File: src/rtl/wngs_pkg.sv
// Shared constants, types and character classes of the signature generator.
package wngs_pkg;

    localparam int MAX_WINDOW_WORDS = 8;
    localparam int COUNT_BITS       = 32;
    localparam int HASH_W           = 64;
    localparam int PTR_W = (MAX_WINDOW_WORDS > 1) ? $clog2(MAX_WINDOW_WORDS) : 1;
    localparam int CNT_W = $clog2(MAX_WINDOW_WORDS + 1);

    localparam logic [HASH_W-1:0] HASH_BASE = 64'd31;

    // configuration port
    localparam int CFG_IDX_W  = 2;
    localparam int CFG_DATA_W = 5;
    localparam logic [CFG_IDX_W-1:0] CFG_ZERO_BITS    = 2'd0;
    localparam logic [CFG_IDX_W-1:0] CFG_WINDOW_WORDS = 2'd1;
    localparam logic [CFG_IDX_W-1:0] CFG_PUNCT_ENABLE = 2'd2;

    localparam logic [4:0] ZERO_BITS_RST    = 5'd4;
    localparam logic [3:0] WINDOW_WORDS_RST = 4'd3;
    localparam logic       PUNCT_ENABLE_RST = 1'b0;

    // result kinds
    localparam logic KIND_SIG   = 1'b0;
    localparam logic KIND_COUNT = 1'b1;

    typedef enum logic [3:0] {
        S_IDLE,
        S_NEXT,
        S_PUSH,
        S_FRD,
        S_FUSE,
        S_FMUL,
        S_CHECK,
        S_COUNT,
        S_END
    } state_t;

    // one window entry: word hash and 31^length
    typedef struct packed {
        logic [HASH_W-1:0] hash;
        logic [HASH_W-1:0] power;
    } win_entry_t;

    // multiply-add request: a * b + c, low 64 bits
    typedef struct packed {
        logic              start;
        logic [HASH_W-1:0] a;
        logic [HASH_W-1:0] b;
        logic [HASH_W-1:0] c;
    } mul_req_t;

    typedef struct packed {
        logic              done;
        logic [HASH_W-1:0] value;
    } mul_rsp_t;

    function automatic logic is_space(input logic [7:0] c);
        // space, tab, newline
        return c inside {8'h20, 8'h09, 8'h0A};
    endfunction

    function automatic logic is_symbol_char(input logic [7:0] c);
        // ! through /, : through @, [ through `, { through ~
        return c inside {[8'h21:8'h2F], [8'h3A:8'h40], [8'h5B:8'h60], [8'h7B:8'h7E]};
    endfunction

endpackage

File: src/rtl/wngs_mul.sv
// Iterative 64-bit multiply-add (low half) on one shared 32x32 multiplier.
module wngs_mul (
    input  logic               clk,
    input  logic               rst_n,
    input  wngs_pkg::mul_req_t req,
    output wngs_pkg::mul_rsp_t rsp
);
    import wngs_pkg::*;

    logic [HASH_W-1:0] a_reg;
    logic [HASH_W-1:0] b_reg;
    logic [HASH_W-1:0] acc_reg;
    logic [HASH_W-1:0] acc_next;
    logic [HASH_W-1:0] prod_reg;
    logic [HASH_W-1:0] prod_next;
    logic [1:0]        phase_reg;
    logic              busy_reg;
    logic              done_reg;
    logic [31:0]       mul_x;
    logic [31:0]       mul_y;

    // operand halves per pass: lo*lo, lo*hi, hi*lo
    always_comb
    begin
        case (phase_reg)
            2'd0:    begin mul_x = a_reg[31:0];  mul_y = b_reg[31:0];  end
            2'd1:    begin mul_x = a_reg[31:0];  mul_y = b_reg[63:32]; end
            2'd2:    begin mul_x = a_reg[63:32]; mul_y = b_reg[31:0];  end
            default: begin mul_x = a_reg[31:0];  mul_y = b_reg[31:0];  end
        endcase
        prod_next = {32'b0, mul_x} * {32'b0, mul_y};
    end

    // accumulate the product of the previous pass
    always_comb
    begin
        case (phase_reg)
            2'd1:    acc_next = acc_reg + prod_reg;
            2'd2:    acc_next = acc_reg + {prod_reg[31:0], 32'b0};
            2'd3:    acc_next = acc_reg + {prod_reg[31:0], 32'b0};
            default: acc_next = acc_reg;
        endcase
    end

    // control
    always_ff @(posedge clk or negedge rst_n)
    begin
        if (!rst_n)
        begin
            busy_reg  <= 1'b0;
            phase_reg <= 2'd0;
            done_reg  <= 1'b0;
        end
        else
        begin
            done_reg <= busy_reg && (phase_reg == 2'd3);
            if (req.start)
            begin
                busy_reg  <= 1'b1;
                phase_reg <= 2'd0;
            end
            else if (busy_reg)
            begin
                phase_reg <= phase_reg + 2'd1;
                if (phase_reg == 2'd3)
                    busy_reg <= 1'b0;
            end
        end
    end

    // datapath
    always_ff @(posedge clk)
    begin
        if (req.start)
        begin
            a_reg   <= req.a;
            b_reg   <= req.b;
            acc_reg <= req.c;
        end
        else if (busy_reg)
        begin
            acc_reg  <= acc_next;
            prod_reg <= prod_next;
        end
    end

    assign rsp.done  = done_reg;
    assign rsp.value = acc_reg;

endmodule

File: config.mk
export PLATFORM = sky130hd
export DESIGN_NAME = wngs_mul
export DESIGN_NICKNAME = d
export VERILOG_FILES = /design/src/rtl/wngs_pkg.sv /design/src/rtl/wngs_mul.sv
export SDC_FILE = /design/constraint.sdc
export NUM_CORES = 2
export LEC_CHECK = 0
export BUFFER_PORTS_ARGS = -buffer_cell sky130_fd_sc_hd__clkbuf_2
export CELL_PAD_IN_SITES_DETAIL_PLACEMENT = 2
export CELL_PAD_IN_SITES_GLOBAL_PLACEMENT = 2
export CORE_MARGIN = 3
export CORE_UTILIZATION = 45
export DETAILED_ROUTE_END_ITERATION = 6
export PLACE_DENSITY_LB_ADDON = 0.12
export SLEW_MARGIN = 20
export SYNTH_ARGS = -nofsm -noshare
export SYNTH_HDL_FRONTEND = slang
export SYNTH_SLANG_ARGS = --single-unit
File: constraint.sdc
create_clock -name clk -period 26.3 [get_ports clk]
set_input_delay 2.63 -clock clk [delete_from_list [all_inputs] [get_ports clk]]
set_output_delay 2.63 -clock clk [all_outputs]
set_load 0.005 [all_outputs]
## After elaboration in Yosys (flattened, before gate mapping)

Cells that the tools add are included.

| word-level totals | value |
|---|---|
| register bits | 260 |
| output and inout bits | 65 |
| word-level logic and storage cells | 31 |

| cells by class | value |
|---|---|
| $add $sub $neg | 3 |
| multiply operators | 1 |
| equality and inequality tests | 3 |
| multiplexer cells | 10 |
| bitwise logic cells | 1 |
| reductions and logical operators | 6 |

Operators with widths:

| kind | number |
|---|---|
| $add A64 B64 Y64 | 2 |
| $mux W64 | 2 |
| $pmux W64 S2 | 1 |
| $mul A32 B32 Y64 | 1 |
| $mux W32 | 2 |
| $eq A2 B2 Y1 const B | 2 |
| $mux W2 | 2 |
| $reduce_and A2 Y1 | 2 |
| $mux W1 | 3 |
| $reduce_bool A3 Y1 | 1 |
| $add A2 B1 Y2 const B | 1 |
| $eq A2 B1 Y1 const B | 1 |
| $reduce_bool A2 Y1 | 1 |
| $reduce_or A2 Y1 | 1 |
| $logic_and A1 B1 Y1 | 1 |
| $not A1 Y1 | 1 |

## Depth between registers and ports, before layout

| depth | value |
|---|---|
| depth after elaboration | 5 |
| gate-level depth with buffers | 33 |

## Worst setup path after synthesis

No wires, ideal clock.

| path | value |
|---|---|
| path kind | register -> register |
| from | register phase_reg[1] |
| to | register prod_reg[58], data pin |
| library setup time | 0.174 ns |
| arrival time | 8.750 ns |
| data required time | 26.126 ns |
| path slack | 17.376 ns |
| stages on the path, launching flop included | 30 |
| path buffers | 4 |
| cells stage by stage | dfrtp_1 -> inv_1 -> ha_1 -> clkbuf_1 -> clkbuf_1 -> mux2i_1 -> clkbuf_1 -> nor2_1 -> fa_1 -> fa_1 -> fa_1 -> inv_1 -> fa_1 -> inv_1 -> fa_1 -> fa_1 -> fa_1 -> inv_1 -> fa_1 -> inv_1 -> ha_1 -> buf_2 -> a21o_1 -> a221o_1 -> nor4_1 -> a21oi_4 -> a2111oi_4 -> o31ai_2 -> a21o_1 -> a311oi_1 |

| between the ends | value |
|---|---|
| longest elaborated chain between the ends | 3 |
| elaborated cells on any way between the ends | 5 |

RTL lines:

| what | line | RTL |
|---|---|---|
| start, declared | wngs_mul.sv:16 | `logic [1:0] phase_reg;` |
| start signal, assigned | wngs_mul.sv:64 | `phase_reg <= phase_reg + 2'd1;` |
| $eq A2 B2 Y1 / $eq A2 B1 Y1 (equally long branches) | wngs_mul.sv:25 | `case (phase_reg)` |
| $mux W32 | wngs_mul.sv:25 |  |
| $mul A32 B32 Y64 (*) | wngs_mul.sv:31 | `prod_next = {32'b0, mul_x} * {32'b0, mul_y};` |
| via prod_next[58] | wngs_mul.sv:15 | `logic [HASH_W-1:0] prod_next;` |
| end signal, assigned | wngs_mul.sv:83 | `prod_reg <= prod_next;` |
| end, declared | wngs_mul.sv:14 | `logic [HASH_W-1:0] prod_reg;` |

Mark *: on every way through the listed nets, which the timed path passes. The rest lies on a longest branch.
A chain may end at the register's enable or synchronous reset.

## Worst setup path after layout

| path | value |
|---|---|
| from | register phase_reg[0] |
| to | register prod_reg[61], data pin |

Same word-level chain as after synthesis.

==> metrics.md <==
| Metric | Value |
|---|---|
| Status | finished clean |
| Area growth syn-to-layout | 9.09% |
| Setup crit start | phase_reg[0] |
| Max-slew headroom | 23.3% |
| Vias in the first global route | 46,000 |
| Mapped cell area | 47,000 um2 |
| Multi-input logic area | 35,400 um2 |
| RR Endpoint | prod_reg[61] |
| DR pass1 iterations | 5 |
| Synth Area in Simple Gates | 12.6% |
| Crit path launch type | flop |
| XOR/XNOR share of the synthesized area | 2.66% |
| WP buf/inv | 4 |
| Worst-path clk slew | 0.06 ns |
| Data required, critical path | 26.64 ns |
| Post-synthesis compound-gate area fraction | 8.67% |
| Hold Vio Cnt, Final | 0 |
| Skew final | 0.0272 ns |
| Fillers | 10,900 |
| Cell family with most CP delay | adder cells |
| Root cell of the clock tree | clkbuf_16 |
| Largest net degree at the start of global routing | 76 |
| Max Fclk | 91.6 MHz |
| Combinational family with the most area after synthesis | adder cells |
| Skew-Pair Late Insertion Delay | 0.62 ns |
| Finished Core Util | 49.9% |
| R2r setup slk | 15.38 ns |
| Routability cong. | 0.979 |
| H-tree depth | 2 |
| DIE WIDTH | 329 um |
| GRT Total Usage | 38.8% |
| Data arrival time of the worst path | 11.26 ns |
| Worst path most repeated cell | fa_1 |
| Synth warnings | 0 |
| IO Pins | 260 |
| # clock sinks | 260 |
| Placed Cells | 6,467 |
| Post-route cell area | 51,300 um2 |
| CP Max Fanout | 56 |
| Core area | 103,000 um2 |
| Distinct cell type count after synthesis | 86 |
| DRC viols | 0 |
| IO Port Bufs | 259 |
| Setup TNS | 0 ns |
| Reg2Reg Depth | 26 |
| Syn Nets | 6,436 |
| Fraction of layout cells with a size suffix above 1 | 10.5% |
| Max capacitance violation total | 0 |
| Initial drt markers | 3,110 |
| Detailed Route WL | 209,000 um |
| Syn_area_per_cell | 9.44 um2 |
| Critical path class | flop to flop |
| CP Depth | 26 |
| Multiplexer area fraction after synthesis | 2.92% |
| Synthesis-stage register bit count | 260 |
| CP endpoint | prod_reg[61] |
| Initial antenna violation count | 5 |
| Via/cell ratio | 6.01 |
| Die area | 108,000 um2 |
| Number of synthesized flops with an enable pin | 256 |
| Grt ovf | 0 |
| Worst-Margin Slew | 1.13 ns |
| Ys flop type | edfxtp_1 |
| Post-Synth Adder-Cell Area | 47.8% |
| Crit end category | flop |
| Post-layout net count | 6,589 |
| Slowest-stage cell, CP | mux2i_4 |
| Setup Fix Bufs, Post-CTS | 0 |
| Sequential cell area | 7790 um2 |
| Initial Util | 45.8% |
| Average wire per standard cell | 32.0 um |
| FFs w/ async S/R, synth | 1.54% |
| CTS tree | done |
| Post-DP Area | 50,100 um2 |
| Post-Synthesis Cells | 4,983 |
| Final setup viols | 0 |
| RR Startpoint | phase_reg[0] |
| RSZ-0062 raised after global routing | false |
| Chip height | 329 um |
| # hold bufs at CTS | 0 |
| Sequential-to-total area share from yosys stat | 16.6% |
| CTS buffer count | 35 |
| First-pass GRT wire length | 306,000 um |
| Final cell count without fillers | 6,535 |
| Post-DRT Antenna Nets | 0 |
| Resized cells post-CTS | 0 |
| Period utilisation layout | 41.5% |
| Maximum clock path buffer count | 3 |
| Placed wire-length estimate | 165,000 um |
| Max Slew Vio Count | 0 |
| HP Class | flop to flop |
| Crit path time final | 10.92 ns |
| CP peak stage delay | 1.02 ns |
| Row Count | 117 |
| Via count | 39,300 |
-- cell families (layout without fill, tap and decap cells) --
family	Yosys count	in the layout
multiplexers	129	129
buffers and inverters	1097	1273
adder cells (fa/ha/maj)	1258	1258
XOR/XNOR	143	143
flip-flops	260	260
AND/OR/NAND/NOR	1472	1472
AO/OA/AOI/OAI	624	624
other	0	8
-- worst register-to-register path, cell delays in order (launching register included) --
cell       delay [ns]
dfrtp_1          0.45
inv_1            0.13
ha_4             0.34
buf_4            0.86
mux2i_4          1.06
nor2_1           0.21
fa_1             0.58
inv_1            0.06
fa_1             0.49
fa_1             0.46
fa_1             0.60
inv_1            0.09
fa_1             0.51
fa_1             0.59
fa_1             0.43
fa_1             0.45
ha_1             0.54
nand2_1          0.18
a21oi_1          0.17
o21ai_1          0.13
a211oi_1         0.33
nor2_1           0.18
a2111oi_1        0.84
o21ai_1          0.22
o21ai_1          0.40
a221oi_1         0.19
xnor2_1          0.17
-- synthesized netlist by cell type, drive strengths merged (6+ instances only) --
cell type	number	area, um2
fa	898	18000
inv	877	3290
nor2	726	2730
nand2	567	2130
ha	360	4500
edfxtp	256	7690
a21oi	189	972
clkbuf	185	694
o21ai	139	699
xnor2	89	780
a21o	84	631
mux2i	66	661
mux2	63	713
xor2	54	473
buf	35	151
nand3	35	175
nand4	32	200
a211oi	28	225
nor3	26	130
o21bai	26	195
a31oi	24	150
o21a	19	144
and3	16	100
nand2b	16	100
nor2b	15	93.8
o31ai	12	100
o211ai	11	92.6
or2	11	68.8
a41oi	9	78.8
a221o	8	80.1
and2	8	50.1
a211o	6	52.6
a31o	6	52.6
o41ai	6	75.1
-- cells in the final DEF, fill, tap and decap left out, drive strengths merged, types with 19 or more instances in the layout --
| cell | netlist | final |
|---|---|---|
| nand2 | 567 | 567 |
| a31oi | 24 | 24 |
| a211oi | 28 | 28 |
| mux2 | 63 | 63 |
| buf | 35 | 77 |
| edfxtp | 256 | 256 |
| mux2i | 66 | 66 |
| nor3 | 26 | 26 |
| nor2 | 726 | 726 |
| nand3 | 35 | 35 |
| o21a | 19 | 19 |
| o21bai | 26 | 26 |
| fa | 898 | 898 |
| ha | 360 | 360 |
| xnor2 | 89 | 89 |
| inv | 877 | 879 |
| clkbuf | 185 | 295 |
| a21oi | 189 | 189 |
| a21o | 84 | 84 |
| xor2 | 54 | 54 |
| nand4 | 32 | 32 |
| o21ai | 139 | 139 |
-- worst min path at each step --
| stage | from | end | slack [ns] | cells past startpoint |
|---|---|---|---|---|
| after floorplan | busy_reg | phase_reg[1] | 0.53 | 1 |
| after global placement | phase_reg[1] | phase_reg[1] | 0.63 | 2 |
| after detailed placement | phase_reg[1] | phase_reg[1] | 0.66 | 2 |
| after CTS | phase_reg[1] | phase_reg[1] | 0.66 | 2 |
| after global routing | phase_reg[1] | phase_reg[1] | 0.70 | 2 |
| final | phase_reg[1] | phase_reg[1] | 0.67 | 2 |
-- through the flow --
stage,hold slack (ns),setup slack (ns)
2_1_floorplan,0.534,17.38
3_3_place_gp,0.631,15.74
3_5_place_dp,0.656,15.35
4_1_cts,0.661,15.31
5_1_grt,0.699,15.10
6_report,0.668,15.38
-- layer usage --
| metal | track usage (%) | vias to the layer above | wire [um] |
|---|---|---|---|
| met3 | 8.95 | 609 | 18500 |
| li1 | - | 16000 | - |
| met4 | 22.8 | 2 | 14600 |
| met5 | 0 | - | 13 |
| met2 | 63.2 | 2010 | 96800 |
| met1 | 47.2 | 20600 | 79000 |
-- area by class of cell --
cell class / instances / area share (%)
Clock inverter: 24 / 0.580
Inverter: 877 / 6.41
Multi-Input combinational cell: 3626 / 69.1
Clock buffer: 36 / 1.71
Tap cell: 1368 / 3.34
Sequential cell: 260 / 15.2
Timing Repair Buffer: 336 / 3.67
Antenna cell: 8 / 0.0390
Power is left out: the tool's default activity adds up to more than one toggle a clock period on the data nets, which glitch-free logic cannot reach.
